==> src/design/sorted_id_offset_table_top_assert.svh <==
// Assertion macros for the sorted id/offset table.
`ifndef SORTED_ID_OFFSET_TABLE_TOP_ASSERT_SVH
`define SORTED_ID_OFFSET_TABLE_TOP_ASSERT_SVH
`ifndef SYNTHESIS
`define SIOT_ASSERT_IMPL(label, clk, rst, ante, cons, msg) \
   label: assert property (@(posedge clk) disable iff (rst) (ante) |-> (cons)) else $error(msg);
`define SIOT_ASSERT_NEXT(label, clk, rst, ante, cons, msg) \
   label: assert property (@(posedge clk) disable iff (rst) (ante) |=> (cons)) else $error(msg);
`else
`define SIOT_ASSERT_IMPL(label, clk, rst, ante, cons, msg)
`define SIOT_ASSERT_NEXT(label, clk, rst, ante, cons, msg)
`endif
`endif

==> src/design/siot_pkg.sv <==
// ----------------------------------------------------------------------------
// siot_pkg
// Shared types and codes for the sorted id/offset table.
// ----------------------------------------------------------------------------
`default_nettype none
package siot_pkg;
   localparam int unsigned WORD_W = 64;
   localparam int unsigned DCNT_W = 16;
   localparam int unsigned STAT_W = 4;

   typedef enum logic [1:0] {
      OP_LOAD     = 2'd0,
      OP_RESOLVE  = 2'd1,
      OP_IDENTIFY = 2'd2,
      OP_ADDRESS  = 2'd3
   } op_type;

   typedef enum logic [3:0] {
      ST_NONE          = 4'd0,
      ST_NOT_LOADED    = 4'd1,
      ST_EMPTY         = 4'd2,
      ST_SIZE_MISMATCH = 4'd3,
      ST_UNSORTED      = 4'd4,
      ST_OUT_OF_IMAGE  = 4'd5,
      ST_UNKNOWN       = 4'd6,
      ST_NULL_BASE     = 4'd7,
      ST_CAPACITY      = 4'd8
   } status_type;

   typedef enum logic [1:0] {
      REG_IMAGE_SIZE = 2'd0,
      REG_IMAGE_BASE = 2'd1,
      REG_DECL_COUNT = 2'd2
   } reg_type;

   // controller -> datapath
   typedef struct packed {
      logic capture;   // latch the request
      logic load;      // run load checks and write
      logic start;     // reset search bounds
      logic rd;        // issue memory read at probe index
      logic step;      // update bounds from read data
      logic scan_rd;   // issue scan read
      logic scan_step; // test scan data, advance
      logic finish;    // form result from search state
   } cmd_type;

   // datapath -> controller
   typedef struct packed {
      logic search_done;
      logic scan_done;
      logic scan_hit;
   } sts_type;
endpackage
`default_nettype wire

==> src/design/siot_ctrl.sv <==
// ----------------------------------------------------------------------------
// siot_ctrl
// Sequencer for load, binary search and linear scan.
// ----------------------------------------------------------------------------
`default_nettype none
module siot_ctrl (
   input  wire logic              clock,
   input  wire logic              reset,
   input  wire logic              req_fire,
   input  wire siot_pkg::op_type  req_op,
   input  wire siot_pkg::sts_type sts,
   input  wire logic              rsp_fire,
   output siot_pkg::cmd_type      cmd,
   output logic                   busy,
   output logic                   rsp_valid
);
   import siot_pkg::*;
   `include "sorted_id_offset_table_top_assert.svh"

   typedef enum logic [2:0] {
      S_IDLE, S_LOAD, S_SRD, S_SSTEP, S_CRD, S_CSTEP, S_FIN, S_OUT
   } state_type;

   state_type state_ff, state_in;

   always_comb begin
      state_in = state_ff;
      cmd = '0;
      case (state_ff)
         S_IDLE: begin
            if (req_fire) begin
               cmd.capture = 1'b1;
               if (req_op == OP_LOAD) state_in = S_LOAD;
               else if (req_op == OP_IDENTIFY) state_in = S_CRD;
               else state_in = S_SRD;
               if (req_op != OP_LOAD && req_op != OP_IDENTIFY) cmd.start = 1'b1;
            end
         end
         S_LOAD: begin
            cmd.load = 1'b1;
            state_in = S_OUT;
         end
         S_SRD: begin
            // once the bounds meet the probe sits on the final index: read it
            cmd.rd = 1'b1;
            if (sts.search_done) state_in = S_FIN;
            else state_in = S_SSTEP;
         end
         S_SSTEP: begin
            cmd.step = 1'b1;
            state_in = S_SRD;
         end
         S_CRD: begin
            if (sts.scan_done) state_in = S_FIN;
            else begin
               cmd.scan_rd = 1'b1;
               state_in = S_CSTEP;
            end
         end
         S_CSTEP: begin
            cmd.scan_step = 1'b1;
            state_in = sts.scan_hit ? S_FIN : S_CRD;
         end
         S_FIN: begin
            // result formed from the read data registered by the final read
            cmd.finish = 1'b1;
            state_in = S_OUT;
         end
         S_OUT: begin
            if (rsp_fire) state_in = S_IDLE;
         end
         default: state_in = S_IDLE;
      endcase
   end

   always_ff @(posedge clock) begin
      if (reset) begin
         state_ff <= S_IDLE;
      end else begin
         state_ff <= state_in;
      end
   end

   assign busy      = (state_ff != S_IDLE);
   assign rsp_valid = (state_ff == S_OUT);

   `SIOT_ASSERT_IMPL(a_fire_idle, clock, reset, req_fire, state_ff == S_IDLE, "request while busy")
   `SIOT_ASSERT_NEXT(a_load_out, clock, reset, state_ff == S_LOAD, state_ff == S_OUT, "load stuck")
   `SIOT_ASSERT_NEXT(a_hold_out, clock, reset, rsp_valid && !rsp_fire, rsp_valid, "result dropped")
endmodule
`default_nettype wire

==> config.mk <==
export PLATFORM = sky130hd
export DESIGN_NAME = siot_ctrl
export DESIGN_NICKNAME = d
export VERILOG_FILES = /design/src/design/siot_pkg.sv /design/src/design/siot_ctrl.sv
export VERILOG_INCLUDE_DIRS = /design/src /design/src/design
export SDC_FILE = /design/constraint.sdc
export NUM_CORES = 1
export LEC_CHECK = 0
export ABC_AREA = 1
export BUFFER_PORTS_ARGS = -buffer_cell sky130_fd_sc_hd__buf_2
export CORE_AREA = 3 3 40 42
export DETAILED_ROUTE_END_ITERATION = 8
export DIE_AREA = 0 0 43 45
export GPL_TIMING_DRIVEN = 0
export PLACE_DENSITY = 0.56
export RECOVER_POWER = 25
export SYNTH_ARGS = -nofsm -noshare
export SYNTH_HDL_FRONTEND = slang
export SYNTH_SLANG_ARGS = --single-unit
export TNS_END_PERCENT = 1
==> constraint.sdc <==
create_clock -name clock -period 1.7 [get_ports clock]
set_clock_uncertainty 0.2 [all_clocks]
set_input_delay 0.255 -clock clock [delete_from_list [all_inputs] [get_ports clock]]
set_output_delay 0.255 -clock clock [all_outputs]
set_load 0.05 [all_outputs]
==> results of run 1 <==
[layout make-up]
cell class,instances,area (um^2)
fillers,145,779
multi-input cells,42,221
repair buffers,19,124
flip-flops and latches,3,62.6
inverters,11,41.3
clock buffers,4,26.3
well taps,15,18.8
plain buffers,1,11.3
[layout by cell type (no fill, tap or decap), types with 2 or more instances in the layout]
master / instances
nor2_1: 11
inv_1: 9
nand3_1: 6
buf_6: 4
buf_4: 2
buf_2: 12
nand2_1: 14
inv_2: 2
nor2_2: 3
clkbuf_4: 5
dfxtp_2: 2
[worst max-delay path, stage by stage, from the launching register on]
cell,delay [ns]
dfxtp_1,0.30
buf_6,0.13
nor2_4,0.17
nand2_4,0.09
nor3_4,0.12
buf_6,0.18
[stage by stage]
step                      utilization (%)  power, mW  std cells
after floorplan                         -      0.731         57
after CTS                            36.5       1.03         94
after detailed placement             33.2      0.864         90
after global routing                 39.3       1.18         95
final                                39.3       1.09         95
after global placement               33.2      0.864         90
[power breakdown]
group          switching (mW)  internal [mW]  leakage [nW]  total [mW]
Clock                  0.0375         0.0880        0.0150       0.126
Combinational           0.557          0.260         0.256       0.817
Sequential             0.0426          0.107        0.0255       0.150
Total                   0.638          0.455         0.296        1.09
[cells in the mapped netlist (all sizes together)]
master	n	area [um^2]
inv	11	41.3
nand3	7	40.0
nand2	15	58.8
buf	1	11.3
nand4	1	6.26
o21ai	1	8.76
nor3	2	10.0
nor2	15	66.3
a21oi	1	5.00
dfxtp	3	60.1
[cell families after synthesis]
logic type | count (synthesis)
flops | 3
buf+inv | 12
simple gates | 40
compound gates | 2
[routing by layer]
metal / wire (um) / vias to the layer above / track usage (%)
li1: - / 221 / -
met1: 390 / 161 / 11.0
met2: 360 / 15 / 13.2
met3: 61 / 0 / 3.59
met4: 0 / 0 / 3.61
met5: 0 / - / 0
[what timing repair did]
| action | 4_1_cts | 5_1_grt |
|---|---|---|
| endpoints found under the setup margin | 5 | 5 |
| pin swaps | 1 | 1 |
| resized for setup | 7 | 8 |
| setup buffers | 0 | 1 |
[how the worst max path moves through the flow]
stage / from / endpoint / slack (ns) / depth (start not counted)
after global placement: state_ff[0] / cmd[5] / 0.17 / 5
after global routing: state_ff[0] / cmd[5] / -0.05 / 5
after floorplan: state_ff[0] / cmd[7] / -0.28 / 4
final: state_ff[0] / cmd[5] / 0.02 / 5
after CTS: state_ff[0] / cmd[5] / -0.0007 / 5
after detailed placement: state_ff[1] / cmd[0] / 0.18 / 5
==> results, run 1 <==
- The smallest setup slack after layout is 0.0160 ns.
- The area of the die is 1940 um^2.
- The share of the Yosys chip area taken by registers is 19.5%.
- Dividing the final minimum period by the clock period gives slightly below 100%.
- The total of flip-flops plus latches after synthesis is 3.
- The worst hold path passes through 4 cells.
- The detailed router's first-iteration violation count is 3.
- The synthesized netlist devotes 0% of its cell area to XOR and XNOR gates.
- OpenSTA, run right after detailed placement, puts the worst setup slack at about 0.18 ns.
- The highest ir drop seen on vdd is roughly 1.3 mV.
- A synthesized cell averages approximately 5.4 um^2.
- The path class of the tightest hold or removal check is in -> reg.
- The initial antenna violation count is 0.
- The number of clock buffers added by TritonCTS is 3.
- 0 antenna diodes ended up in the layout.
- Before antenna repair, the detailed router went through 2 iterations.
- After legalization and detailed placement, the total HPWL measured ~630 um.
- For this design the top-level I/O count stands at 19.
- The row count is 13.
- The critical path is of the reg -> out type.
- The count of unresolved DRC violations after routing is 0.
- The arithmetic-cell share of the synthesized area counting full adders, half adders and majority gates is 0%.
- The count of nets left with antenna violations once routing finished came out at 0.
- Adding up every negative setup slack in the final design gives 0 ns.
- The achievable frequency is around 0.59 GHz.
- The synthesized instance count is 57.
- The register with the most flip-flops in the layout has 3 of them.
- Clock latency on the worst-skew pair, taken at its later pin, is approximately 0.23 ns.
- The hold path startpoint is reset.
- Setup violations remaining at the end of the flow were counted as 0.
- The congestion estimate from routability-driven global placement came to between 0.7 and 0.8.
- From left edge to right edge, the die measures around 43 um.
- The detailed router placed just under 400 vias in this run.
- Of all nets on the critical path, the largest fanout is 8.
- The tightest slew margin relative to the limit is 83.5%.
- The worst path in the final design needs a cycle of about 1.7 ns, including I/O delays and setup.
- The die extent in y is 45 um.
- The clock root buffer is clkbuf_4.
- The reg-to-reg setup timing slack is between 0.4 and 0.5 ns.
- TritonCTS built the clock tree.
- Summing the areas of all compound-gate instances in the mapped netlist gives between 4 and 5% of the synthesized area.
- Buffers inserted to repair hold after CTS numbered 0.
- After synthesis, the share of cell area in mux cells is 0%.
- Clock-pin slew was measured on the worst setup and hold paths at approximately 0.040 ns.
- Once the floorplan was initialized, standard cells occupied 24.0% of the core.
- The final standard cell area without fillers is between 500 and 600 um^2.
- The area of the core is 1280 um^2.
- The largest registers in the layout are state_ff (3).
- The endpoint required time on the critical path is between 1 and 1.5 ns.
- The depth of the worst register-to-register path is 7.
- The worst hold-check slack is between 0.09 and 0.1 ns.
- STA classifies the critical path startpoint as a register.
- For the worst setup path, the data arrival time is 1.23 ns.
- The power density over cell area is ~2200 nW/um^2.
- The total wire length after detailed routing is roughly 800 um.
- After synthesis, the largest family of logic cells by area is simple AND/OR/NAND/NOR gates.
- The netlist area before placement is between 300 and 400 um^2.
- The endpoint of the worst hold path is state_ff[1].
- The startpoint identified for the worst register-to-register timing path is state_ff[0].
- The overflow left after global routing is 0.
- In this run the number of H-tree levels came out at 1.
- The worst setup path is captured at a primary output.
- The actual slew at the worst max-slew pin is about 0.25 ns.
- state_ff holds more flip-flops than any other register.
- The first global-routing pass estimated ~1300 um of wire.
- The number of distinct library cell variants in the gate-level netlist after synthesis is 15.
- The total leakage power is about 0.3 nW.
- The layout overhead on the synthesized area is 64.2%.
- The number of buffers on the longest clock path is 2.
- The number of pins with negative max-slew slack in the final report is 0.
- In the global route stage, overall resource usage came out at under 10%.
- The pin count of the biggest net entering global routing is 9.
- Counting every net in the synthesized netlist gives 66.
- The flow ran to the end, and the final reports show no timing, DRC or antenna violations.
- The number of max-cap violations is 0.
- The tree built by TritonCTS fans out to 3 sinks.
- The number of warning messages in the yosys log is 0.
- Setup repair after global routing could not meet its margin everywhere.
- In the final routed layout, each cell accounts on average for around 8.5 um.
- The number of global-route vias before repair is 338.
- After detailed routing, the number of vias per cell comes to about 4.2.
- The final hold violation count came to 0.
- The endpoint identified for the worst register-to-register timing path is state_ff[1].
- Of the cells placed in the final design, the portion with a size suffix greater than 1 is approximately 45%.
- The total of buffers placed on input and output ports is 18.
- After detailed placement, the total cell area comes to between 400 and 500 um^2.
- The fraction of the mapped netlist area in simple logic gates is around three fifths.
- In the final design database the tool counted 90 nets.
(Power assumes the default switching activity.)
==> inputs of run 2 (changes only) <==
Settings changed: PLACE_DENSITY 0.56 to default.
==> run 2 against run 1 <==
Against the previous run:
- fmax rose by 2.5%
- count of clock-buffer cells in the layout stayed put
- sequential share of layout area rose by 0.58 points
- design area fell by 4.5%
- critical path type unchanged
- critical endpoint unchanged
==> results, run 2 (synthesis results as in run 1) <==
- The number of nets with antenna violations after detailed routing is 0.
- Across all register-to-register paths, the minimum setup slack is about 0.42 ns.
- The clock insertion delay at the later pin of the skew report is 0.23 ns.
- The worst min-delay path category is in -> reg.
- STA classifies the critical path startpoint as a register.
- The top register by number of flip-flops is state_ff.
- Timing would allow up to between 0.6 and 0.7 GHz.
- The area of the die is a little under 2000 um^2.
- The endpoint required time on the critical path is roughly 1.2 ns.
- The total negative slack is 0 ns.
- The cell type of the slowest stage on the worst timing path is dfxtp_1.
- The worst setup path is captured at a primary output.
- Dividing the detail-routed via count by the number of cells gives around 4.2.
- The startpoint of the worst register-to-register path is state_ff[0].
- Counting both buffers and inverters, the worst setup path holds a total of 2.
- Along the worst path, the maximum fanout reaches 8.
- In this run the standard cell core region covers around 1300 um^2.
- Leaving out fill and tap cells, the most frequent cells in the layout are nand2_1 (14), nor2_1 (13), buf_2 (13).
- The flow ran to the end, and the final reports show no timing, DRC or antenna violations.
- The total leakage power is ~0.29 nW.
- The clock transition at the registers of the reported paths is roughly 0.040 ns.
- The total routing usage reported by global routing is slightly above 9%.
- The number of max-cap violations is 0.
- In this run the critical register-to-register path is captured at state_ff[2].
- The part of the cycle the worst path needs is 96.6%.
- The most common cell after layout, fill and taps aside is nand2_1.
- The worst setup path is of the reg -> out kind.
- The placed wire-length estimate after detailed placement is about 690 um.
- The number of cells traversed by the worst hold path is 4.
- The clock sink count is 3.
- The largest registers in the layout are state_ff (3).
- Counting stages on the worst path, the most repeated cell is buf_6.
- The highest ir drop seen on vdd is roughly 0.61 mV.
- The first global-routing pass estimated around 1300 um of wire.
- The count of unresolved DRC violations after routing is 0.
- The routed design has 821 um of wire.
- The data arrival time at the worst-slack endpoint is 1.19 ns.
- The pin count of the biggest net entering global routing is 9.
- The horizontal die dimension is around 43 um.
- The tightest slew margin relative to the limit is 83.4%.
- The number of pins with negative max-slew slack in the final report is 0.
- The power density over cell area is ~2200 nW/um^2.
- 19 I/O pins were placed.
- The overflow left after global routing is 0.
- The final setup violation count is 0.
- The final hold violation count is 0.
- TritonCTS built the clock tree.
- After the last flow step, the layout net total stands at 90.
- Setup repair after global routing could not meet its margin everywhere.
- Power comes to roughly 1.0 mW.
- The share of final-layout standard cells stronger than drive strength 1 is between 40% and 50%.
- In this design, the largest share of critical-path delay is due to simple AND/OR/NAND/NOR gates.
- Counting cells, the worst reg-to-reg path comes to 8.
- The number of global-route vias before repair is 360.
- The total of buffers placed on input and output ports is 18.
- In this run the deepest clock path goes through 2 buffers.
- The register with the most flip-flops in the layout has 3 of them.
- In this run the number of cells on the critical path is 5.
- At the pin with the least slew margin, the transition time is about 0.25 ns.
- The signal on the critical path passes through buf_6, nor2_4, nand2_2, nor3_2, buf_6.
- The initial antenna violation count is 0.
- The layout overhead on the synthesized area is 56.9%.
- At the end of the flow the core is filled with cells to a little under two fifths.
- The die extent in y is roughly 45 um.
- The maximum level of the CTS H-tree is 1.
- The clock root buffer is clkbuf_4.
- Once the floorplan was initialized, standard cells occupied between 20% and 30% of the core.
- The row count is 13.
- The vias after detailed routing is 396.
- The minimum period implied by the final worst setup slack is approximately 1.6 ns.
- The capture point of the critical path is cmd[5].
- The number of antenna diodes in the final layout is 0.
- The first-pass detailed-route iteration total is 4.
- The first routing iteration left 3 violations.
- The highest cell delay on the worst timing path is ~0.30 ns.
- The routed wirelength normalized by instance count is a little under 9 um.
- Hold repair after CTS inserted 0 buffers.
- The last weighted congestion value of the routability-driven placer is ~0.82.
- Counting the buffers created by CTS gives 3.
- The worst setup path startpoint is state_ff[0].
-- run 2: cell counts in the layout (fill, tap and decap cells not counted) --
No cell type changed its count.
-- run 2: worst min path at each step --
stage          start     endpoint  slack, ns
2_1_floorplan  reset  state_ff[1]       0.25
6_report       reset  state_ff[1]       0.09
3_3_place_gp   reset  state_ff[1]       0.35
3_5_place_dp   reset  state_ff[1]       0.35
5_1_grt        reset  state_ff[2]       0.14
4_1_cts        reset  state_ff[1]       0.09
-- run 2: layout make-up --
type | instances | area (um^2)
Fill cell | 144 | 802
Multi-Input combinational cell | 42 | 205
Timing Repair Buffer | 19 | 118
Sequential cell | 3 | 62.6
Inverter | 11 | 41.3
Clock buffer | 4 | 26.3
Tap cell | 15 | 18.8
Buffer | 1 | 11.3
-- run 2: power breakdown --
| part | internal [mW] | switching (mW) | total (mW) |
|---|---|---|---|
| registers | 0.107 | 0.0415 | 0.149 |
| clock network | 0.0879 | 0.0362 | 0.124 |
| logic | 0.239 | 0.533 | 0.772 |
-- run 2: tightest hold or removal path: cells and delay by family --
family                 cells  cell delay (ns)
AO/OA/AOI/OAI              1             0.04
AND/OR/NAND/NOR            1             0.08
buffers and inverters      2             0.11
-- run 2: routing by layer --
layer	global-route usage, %	vias up	wire (um)
met5	0	-	0
met4	7.23	0	17
met3	2.39	2	77
met2	17.4	16	396
met1	8.37	159	330
li1	-	219	-
-- run 2: through the flow --
stage                     hold WS, ns  cell area [um^2]  setup slack (ns)  std cells
after CTS                      0.0934               467          -0.00131         94
after floorplan                 0.246               318            -0.279         57
after global routing            0.136               483          -0.00163         95
final                          0.0935               483            0.0571         95
after detailed placement        0.346               427             0.162         90
after global placement          0.354               427             0.181         90
-- run 2: timing repair --
item / in CTS / in global routing
endpoints found under the setup margin: 5 / 4
gates resized for setup: 6 / 3
setup buffers: 0 / 1
pin swaps: 1 / 1
